[src/design/gwf_pkg.sv]
// Shared types, codes and helper functions of the grid wall follower walker.
`default_nettype none

package gwf_pkg;

    // Position of the walker: signed, with room for one cell outside the grid
    localparam int POS_W   = 8;
    localparam int CFG_IDX_W = 3;
    localparam int CFG_DATA_W = 16;

    typedef logic signed [POS_W-1:0] t_pos;

    // Command codes
    localparam logic [1:0] CMD_WRITE   = 2'd0;
    localparam logic [1:0] CMD_RESTART = 2'd1;
    localparam logic [1:0] CMD_STEP    = 2'd2;

    // Walk status codes
    localparam logic [1:0] ST_WALKING = 2'd0;
    localparam logic [1:0] ST_ARRIVED = 2'd1;
    localparam logic [1:0] ST_ON_WALL = 2'd2;
    localparam logic [1:0] ST_LIMIT   = 2'd3;

    // Headings
    localparam logic [1:0] DIR_EAST  = 2'd0;
    localparam logic [1:0] DIR_SOUTH = 2'd1;
    localparam logic [1:0] DIR_WEST  = 2'd2;
    localparam logic [1:0] DIR_NORTH = 2'd3;

    // Configuration register indexes
    localparam logic [CFG_IDX_W-1:0] CFG_GRID_SIDE  = 3'd0;
    localparam logic [CFG_IDX_W-1:0] CFG_START_ROW  = 3'd1;
    localparam logic [CFG_IDX_W-1:0] CFG_START_COL  = 3'd2;
    localparam logic [CFG_IDX_W-1:0] CFG_GOAL_ROW   = 3'd3;
    localparam logic [CFG_IDX_W-1:0] CFG_GOAL_COL   = 3'd4;
    localparam logic [CFG_IDX_W-1:0] CFG_STEP_LIMIT = 3'd5;

    // Configuration reset values
    localparam logic [6:0]  GRID_SIDE_RST  = 7'd64;
    localparam logic [15:0] STEP_LIMIT_RST = 16'd10000;

    typedef struct packed {
        logic [1:0] command;
        logic [5:0] cell_row;
        logic [5:0] cell_col;
        logic       cell_wall;
    } t_cmd;

    typedef struct packed {
        logic [1:0]  heading;
        logic        moved;
        logic [1:0]  walk_status;
        logic [15:0] steps_taken;
    } t_result;

    typedef struct packed {
        logic [6:0]  grid_side;
        logic [5:0]  start_row;
        logic [5:0]  start_col;
        logic [5:0]  goal_row;
        logic [5:0]  goal_col;
        logic [15:0] step_limit;
    } t_cfg;

    // Row of the neighbor in direction dir
    function automatic t_pos step_row(input t_pos row, input logic [1:0] dir);
        t_pos res;
        case (dir)
            DIR_SOUTH: res = t_pos'(row + t_pos'(1));
            DIR_NORTH: res = t_pos'(row - t_pos'(1));
            default:   res = row;
        endcase
        return res;
    endfunction

    // Column of the neighbor in direction dir
    function automatic t_pos step_col(input t_pos col, input logic [1:0] dir);
        t_pos res;
        case (dir)
            DIR_EAST: res = t_pos'(col + t_pos'(1));
            DIR_WEST: res = t_pos'(col - t_pos'(1));
            default:  res = col;
        endcase
        return res;
    endfunction

    // True if the cell lies inside the side in use
    function automatic logic in_grid(input t_pos row, input t_pos col, input logic [8:0] side);
        return !row[POS_W-1] && !col[POS_W-1] &&
               ({1'b0, row} < side) && ({1'b0, col} < side);
    endfunction

endpackage

`default_nettype wire

[src/design/gwf_cfg.sv]
// Configuration register file of the grid wall follower walker.
`default_nettype none

module gwf_cfg (
    input  wire logic                            i_clk,
    input  wire logic                            i_rst_n,
    input  wire logic                            i_cfg_valid,
    output logic                                 o_cfg_ready,
    input  wire logic [gwf_pkg::CFG_IDX_W-1:0]   i_cfg_index,
    input  wire logic [gwf_pkg::CFG_DATA_W-1:0]  i_cfg_data,
    output gwf_pkg::t_cfg                        o_cfg
);

    gwf_pkg::t_cfg r_cfg;
    gwf_pkg::t_cfg n_cfg;

    assign o_cfg_ready = 1'b1;
    assign o_cfg       = r_cfg;

    // Decode the index and take the low bits of the word
    always_comb begin
        n_cfg = r_cfg;
        if (i_cfg_valid) begin
            case (i_cfg_index)
                gwf_pkg::CFG_GRID_SIDE:  n_cfg.grid_side  = i_cfg_data[6:0];
                gwf_pkg::CFG_START_ROW:  n_cfg.start_row  = i_cfg_data[5:0];
                gwf_pkg::CFG_START_COL:  n_cfg.start_col  = i_cfg_data[5:0];
                gwf_pkg::CFG_GOAL_ROW:   n_cfg.goal_row   = i_cfg_data[5:0];
                gwf_pkg::CFG_GOAL_COL:   n_cfg.goal_col   = i_cfg_data[5:0];
                gwf_pkg::CFG_STEP_LIMIT: n_cfg.step_limit = i_cfg_data[15:0];
                default:                 n_cfg = r_cfg;
            endcase
        end
    end

    // Hold the registers
    always_ff @(posedge i_clk) begin
        if (!i_rst_n) begin
            r_cfg.grid_side  <= gwf_pkg::GRID_SIDE_RST;
            r_cfg.start_row  <= 6'd0;
            r_cfg.start_col  <= 6'd0;
            r_cfg.goal_row   <= 6'd0;
            r_cfg.goal_col   <= 6'd0;
            r_cfg.step_limit <= gwf_pkg::STEP_LIMIT_RST;
        end else begin
            r_cfg <= n_cfg;
        end
    end

endmodule

`default_nettype wire

[config.mk]
export PLATFORM = sky130hd
export DESIGN_NAME = gwf_cfg
export DESIGN_NICKNAME = d
export VERILOG_FILES = /design/src/design/gwf_pkg.sv /design/src/design/gwf_cfg.sv
export SDC_FILE = /design/constraint.sdc
export NUM_CORES = 1
export LEC_CHECK = 0
export BUFFER_PORTS_ARGS = -buffer_cell sky130_fd_sc_hd__buf_4
export CORE_ASPECT_RATIO = 0.7
export CORE_MARGIN = 3
export CORE_UTILIZATION = 40
export CTS_BUF_LIST = sky130_fd_sc_hd__clkbuf_4 sky130_fd_sc_hd__clkbuf_8
export DETAILED_ROUTE_END_ITERATION = 12
export PLACE_DENSITY = 0.67
export SLEW_MARGIN = 0
export SYNTH_ARGS = -nofsm -noshare
export SYNTH_HDL_FRONTEND = slang
export SYNTH_SLANG_ARGS = --single-unit
[constraint.sdc]
create_clock -name i_clk -period 1.35 [get_ports i_clk]
set_input_delay 0.2025 -clock i_clk [delete_from_list [all_inputs] [get_ports i_clk]]
set_output_delay 0.2025 -clock i_clk [all_outputs]
set_load 0.01 [all_outputs]
Yosys cells after proc, flatten, opt, wreduce, memory -nomap -nowiden:

Cells that the tools add are included.
W data, S select, Z words.

* equality and inequality tests: 5
* reduce and logical (&&, ||, !) cells: 7

Operator list (number)
* $reduce_and A2 Y1: 6
* $eq A3 B2 Y1 const B: 2
* $eq A3 B3 Y1 const B: 2
* $eq A3 B1 Y1 const B: 1
* $logic_not A3 Y1: 1

* register bits: 47
* input port bits: 22
* output and inout bits: 48
* logic and storage cells: 18

Depth between registers and ports, before layout:

Gate-level depths: netlist of run 1.

* depth after elaboration: 2
* mapped depth: 4
* mapped depth without buffers: 2

Least setup slack after synthesis of run 1:

OpenSTA, ideal clock, no wires.

* path kind: input -> register
* from: in i_cfg_index[1] (netlist name)
* to: reg r_cfg (netlist bit o_cfg[40])
* setup time: 0.123 ns
* arrival time: 0.992 ns
* required time: 1.227 ns
* path slack: 0.235 ns
* stages on the path: 3
* path buffers: 1
* cell sequence: or4b_1 -> buf_4 -> mux2i_1

* word-level cells in the longest chain between the ends: 2

RTL lines
* start, declared: line gwf_cfg.sv:9 `input wire logic [gwf_pkg::CFG_IDX_W-1:0] i_cfg_index,`
* $logic_not A3 Y1: line gwf_cfg.sv:24 `case (i_cfg_index)`
* $reduce_and A2 Y1 (no source line)
* end signal, assigned: line gwf_cfg.sv:46 `r_cfg <= n_cfg;`
* end, declared: line gwf_cfg.sv:14 `gwf_pkg::t_cfg r_cfg;`

Every way passes these cells.
A chain may end at the register's enable or synchronous reset.

Worst setup path after layout of run 1:

* from: reg r_cfg (netlist bit o_cfg[45])
* to: out o_cfg[45] (netlist name)

RTL lines
* end, declared: line gwf_cfg.sv:11 `output gwf_pkg::t_cfg o_cfg`

No word-level cell between the ends.

==> results of run 1 <==
[path summary, 6_finish.rpt]
path         slack (ns)                      to  depth (start not counted)              startpoint
max                0.36               o_cfg[45]                          1  o_cfg[45]$_SDFFE_PN0P_
min                0.16  o_cfg[14]$_SDFFE_PN0P_                          3          i_cfg_data[14]
max reg2reg        0.72  o_cfg[46]$_SDFFE_PN1P_                          2  o_cfg[46]$_SDFFE_PN1P_
min reg2reg        0.46  o_cfg[18]$_SDFFE_PN0P_                          2  o_cfg[18]$_SDFFE_PN0P_
[cell families (layout without fill, tap and decap cells)]
| logic type | after synthesis | count (layout) | synth area share |
|---|---|---|---|
| simple gates | 71 | 71 | 0.184 |
| mux | 47 | 47 | 0.259 |
| flops | 47 | 47 | 0.518 |
| buf+inv | 14 | 84 | 0.0372 |
| other cells | 1 | 1 | 0.00206 |
[layout by cell type, fill, tap and decap left out, drive strengths merged]
cell | synthesis | final
nor4bb | 1 | 1
nand2 | 53 | 53
or4b | 1 | 1
and4b | 1 | 1
nor2b | 12 | 12
buf | 6 | 76
conb | 1 | 1
dfxtp | 47 | 47
clkbuf | 8 | 5
clkinvlp | 0 | 1
mux2i | 47 | 47
bufinv | 0 | 2
nand4bb | 2 | 2
nand4b | 1 | 1
[cell type report]
| class | count | area [um2] |
|---|---|---|
| sequential | 47 | 941 |
| tap | 52 | 65.1 |
| clock inverter | 3 | 67.6 |
| clock buffer | 5 | 68.8 |
| timing repair buffer | 76 | 583 |
| fill | 375 | 1600 |
| multi-input combinational | 119 | 810 |
[power groups by stage]
stage | clock network (W) | registers (W) | logic, W
2_1_floorplan | 0 | 0.00148 | 0.000110
3_3_place_gp | 0 | 0.00146 | 0.000255
3_5_place_dp | 0 | 0.00146 | 0.000257
4_1_cts | 0.00123 | 0.00143 | 0.000258
5_1_grt | 0.00128 | 0.00144 | 0.000279
6_report | 0.00121 | 0.00143 | 0.000255
[layer usage]
layer  track usage  share of wire  vias to the layer above
met5             0              0                        -
met1         0.220           0.48                      660
met4        0.0409         0.0054                        0
li1              -              -                      725
met3        0.0632          0.075                        3
met2         0.248           0.44                       42
[per-stage QoR]
step	utilization	power [W]	area, um2	std cells	hold WS, ns
after global routing	0.613	0.00300	2530	302	0.158
after detailed placement	0.580	0.00172	2400	294	0.447
after floorplan	-	0.00159	1820	180	0.345
after CTS	0.613	0.00292	2530	302	0.155
final	0.613	0.00289	2530	302	0.158
after global placement	0.580	0.00172	2400	294	0.446
==> impl_metrics.ini, run 1 <==
[status]
status = finished, final reports clean

[detailed_routing]
drt_iter0_markers = 44
dr_total_vias = 1430
ant_nets = 0
drc = 0
dr.pass1.iters = 4
post_drt_wl_per_cell_um = 14.1
viasPerCell = 4.74
wirelength_mm = 4.26

[synth]
synth_enable_flop_cells = 0
yosys-top-cells-count = 53 x nand2_1, 47 x dfxtp_1, 47 x mux2i_1
synthTopCellsByArea = dfxtp_1 52%, mux2i_1 26%, nand2_1 11%, nor2b_1 4.1%, clkbuf_1 1.7%
synth.distinct_cells = 13
yosys.area.top_type = dfxtp_1
synthCells = 180
synth.top_cell.area_share = 0.518
synth_most_common_cell = nand2_1
synth_flop_cell = dfxtp_1
synth-seq-area-share = 0.518
avgSynthCellArea_um2 = 10.1
syn_nets = 202
synthesis.area_um2 = 1820
async_reset_ff_frac = 0
yosysWarnings = 0
synth-seq-cells = 47

[worst_hold_path]
hold_path.class = input port to flip-flop

[global_routing]
grt_pass1_vias = 1427
grt_max_degree = 40
grt_pass1_wl_mm = 6.98
gr-total-overflow = 0
antenna_found_initial = 0
track_usage = 0.164

[sta]
finalCritPeriodShare = 0.735
skew_ns = 0
tns_ns = 0
hold_viol = 0
drv_slew = 0
setup_viol = 0
setup_ws_ns = 0.358
period_minus_slack_ns = 0.992
clock.fmax_mhz = 1010
rsz0062_at_grt = no

[power]
clkPwrFrac = 0.417
swShare = 0.211
intPower_w = 0.00228
vdd_drop_max_v = 0.000581
power_density_nw_per_um2 = 1140
pwr-share-comb = 0.088
p_switching_w = 0.000610
cellLeakagePower_nw = 1.22
seq_power_share = 0.495

[cells_and_area]
finalNetCount = 271
largest_register_ffs = 47
antennaDiodeCount = 0
layout-drive-gt1-share = 0.336
area_growth_pct = 39.4

[clock_tree]
clock-sinks = 47
clockRootBuffer = clkbuf_8
htree_levels = 2
ctsHoldBuffers = 0
clock_latency_ns = 0.30
clk_pin_slew_ns = 0.08
cts_tree = done
post-cts-setup-buffer-count = 0
cts-resized-gates = 0
numCtsBuffers = 5
clk_path_buf_depth = 2

[die]
initial_core_util = 0.440
num_rows = 19
die_y_um = 62.4
die_w_um = 86.6
ioPinCount = 70
core_um2 = 4140
dieArea_um2 = 5400

[critical_path]
path_class = flip-flop to output pin
crit_arrival_ns = 0.79
crit_fanout = 2
critPathSlowestCell = dfxtp_1
slowest_delay_ns = 0.36
path_cells = buf_4
endpoint_kind = output pin
path_buf_inv = 1
crit_family = flip-flops
crit_required_ns = 1.15
start_kind = flip-flop

[placed_design]
portBuffers = 68
dpl.hpwl_mm = 3.06
place_ws_ns = 0.0672
gp_congestion = 0.698

[run]
drv_cap = 0
Power figures use the tool's default switching activity.
==> run 2: changes to the inputs <==
Settings changed: PLACE_DENSITY 0.67 to 0.7.
Clock period 1.35 ns to 0.8 ns, I/O delays scaled along.
==> run 2 against run 1 <==
The flow now finishes with violations (negative setup slack). Worst setup slack lost 0.46 ns. Clock power up 17%. Die area unchanged. Worst hold slack lost 0.11 ns. Sequential power rose by 71%. First-iteration DRC count up 4.5%. Critical path depth unchanged. Sequential cell count did not move. Final cell count rose by 4.3%. Utilization is 8.5 points higher. Wire length grew 9.3%. Final area increased by 14%. Critical endpoint is now o_cfg[23]. Highest routed layer unchanged.
==> impl_metrics.ini, run 2 (synthesized netlist as in run 1, its figures left out) <==
[detailed_routing]
dr.pass1.iters = 4
ant_nets = 0
wirelength_mm = 4.66
post_drt_wl_per_cell_um = 14.8
dr_total_vias = 1501
drc = 0
drt_iter0_markers = 46
viasPerCell = 4.77

[critical_path]
start_kind = flip-flop
r2r-end = o_cfg[26]$_SDFFE_PN0P_
slowest_delay_ns = 0.37
crit_fanout = 2
critPathSlowestCell = dfxtp_2
r2r-start = o_cfg[26]$_SDFFE_PN0P_
crit_family = flip-flops
reg2reg_depth = 4
endpoint_kind = output pin
path_class = flip-flop to output pin
cp-startpoint = o_cfg[23]$_SDFFE_PN0P_
crit_end = o_cfg[23]
path_cells = buf_6
crit_arrival_ns = 0.78
reg2reg_slack_ns = 0.04
path_depth = 1
crit_required_ns = 0.68
path_buf_inv = 1

[placed_design]
gp_congestion = 0.732
place_ws_ns = -0.352
portBuffers = 68
dpl.cell_count = 301
dpl.hpwl_mm = 3.12

[global_routing]
gr-total-overflow = 0
grt_pass1_vias = 1496
track_usage = 0.173
antenna_found_initial = 0
grt_pass1_wl_mm = 7.38
grt_max_degree = 24

[cells_and_area]
antennaDiodeCount = 0
layout-drive-gt1-share = 0.563
seqCellArea_um2 = 1000
finalNonFillerCells = 315
area_growth_pct = 58.8
final_common_cell = buf_6
largest_register_ffs = 47
fill_cells = 342
finalNetCount = 284
layout_common_cells = 53 x buf_6, 52 x nand2_1, 47 x mux2i_1, 47 x dfxtp_2, 33 x buf_4
multi_input_area_um2 = 823

[sta]
setup_ws_ns = -0.0998
hold_viol = 0
clock.fmax_mhz = 1110
setup_viol = 54
skew_ns = 0
period_minus_slack_ns = 0.900
finalCritPeriodShare = 1.12
rsz0062_at_grt = yes
drv_slew = 0
tns_ns = -3.23

[clock_tree]
clk_path_buf_depth = 2
numCtsBuffers = 5
clock_latency_ns = 0.30
clockRootBuffer = clkbuf_8
cts_tree = done
clock-sinks = 47
clk_pin_slew_ns = 0.09
htree_levels = 2

[die]
core_um2 = 4140
num_rows = 19
die_w_um = 86.6
initial_core_util = 0.440
die_y_um = 62.4
dieArea_um2 = 5400
ioPinCount = 70

[status]
violations = negative setup slack
status = finished with violations

[power]
power_density_nw_per_um2 = 1520
cellLeakagePower_nw = 1.33
power_w = 0.00438
vdd_drop_max_v = 0.00103

[run]
drv_cap = 0

[worst_hold_path]
hold_path.class = input port to flip-flop
run 2: changes by cell type in the layout (fill, tap and decap cells not counted), moves of 2 or more:
cell / delta
dfxtp_1: -47
bufinv_16: -2
buf_6: +53
buf_4: -42
dfxtp_2: +47
run 2: report_power, final:
| group | internal (W) | switching (W) |
|---|---|---|
| registers | 0.00240 | 0.0000382 |
| clock network | 0.000609 | 0.000813 |
| logic | 0.000300 | 0.000226 |
run 2: worst min-delay path by stage:
stage                         from                     end  slack [ns]  cells past startpoint
floorplan           i_cfg_data[11]  o_cfg[11]$_SDFFE_PN0P_        0.26                      2
global placement    i_cfg_data[10]  o_cfg[10]$_SDFFE_PN1P_        0.38                      3
detailed placement  i_cfg_data[10]  o_cfg[10]$_SDFFE_PN1P_        0.39                      3
CTS                 i_cfg_data[15]  o_cfg[15]$_SDFFE_PN0P_        0.05                      3
global route        i_cfg_data[15]  o_cfg[15]$_SDFFE_PN0P_        0.06                      3
finish              i_cfg_data[15]  o_cfg[15]$_SDFFE_PN0P_        0.05                      3
run 2: cell type report:
class | count | area share
flip-flops and latches | 47 | 0.346
clock inverters | 3 | 0.00694
repair buffers | 89 | 0.315
well taps | 52 | 0.0225
multi-input cells | 119 | 0.285
clock buffers | 5 | 0.0238
run 2: timing repair:
action | CTS | global route
hold buffers | 0 | 0
setup buffers | 2 | 3
resized for setup | 97 | 5
setup endpoints to repair | 58 | 66
gates cloned | 0 | 1
pin swaps | 1 | 1
run 2: layer usage:
metal / part of all wire / wire (um) / vias to the layer above / GRT usage
met4: 0.0047 / 22 / 0 / 0.0409
met3: 0.089 / 415 / 3 / 0.0751
met2: 0.43 / 2020 / 46 / 0.256
met5: 0 / 0 / - / 0
met1: 0.47 / 2200 / 697 / 0.232
li1: - / - / 755 / -
run 2: stage by stage:
step                      hold WS [ns]  instance area (um2)  utilization
after CTS                       0.0487                 2820        0.683
after floorplan                  0.262                 1850            -
final                           0.0497                 2890        0.698
after global placement           0.376                 2470        0.598
after global routing            0.0643                 2890        0.698
after detailed placement         0.386                 2470        0.598
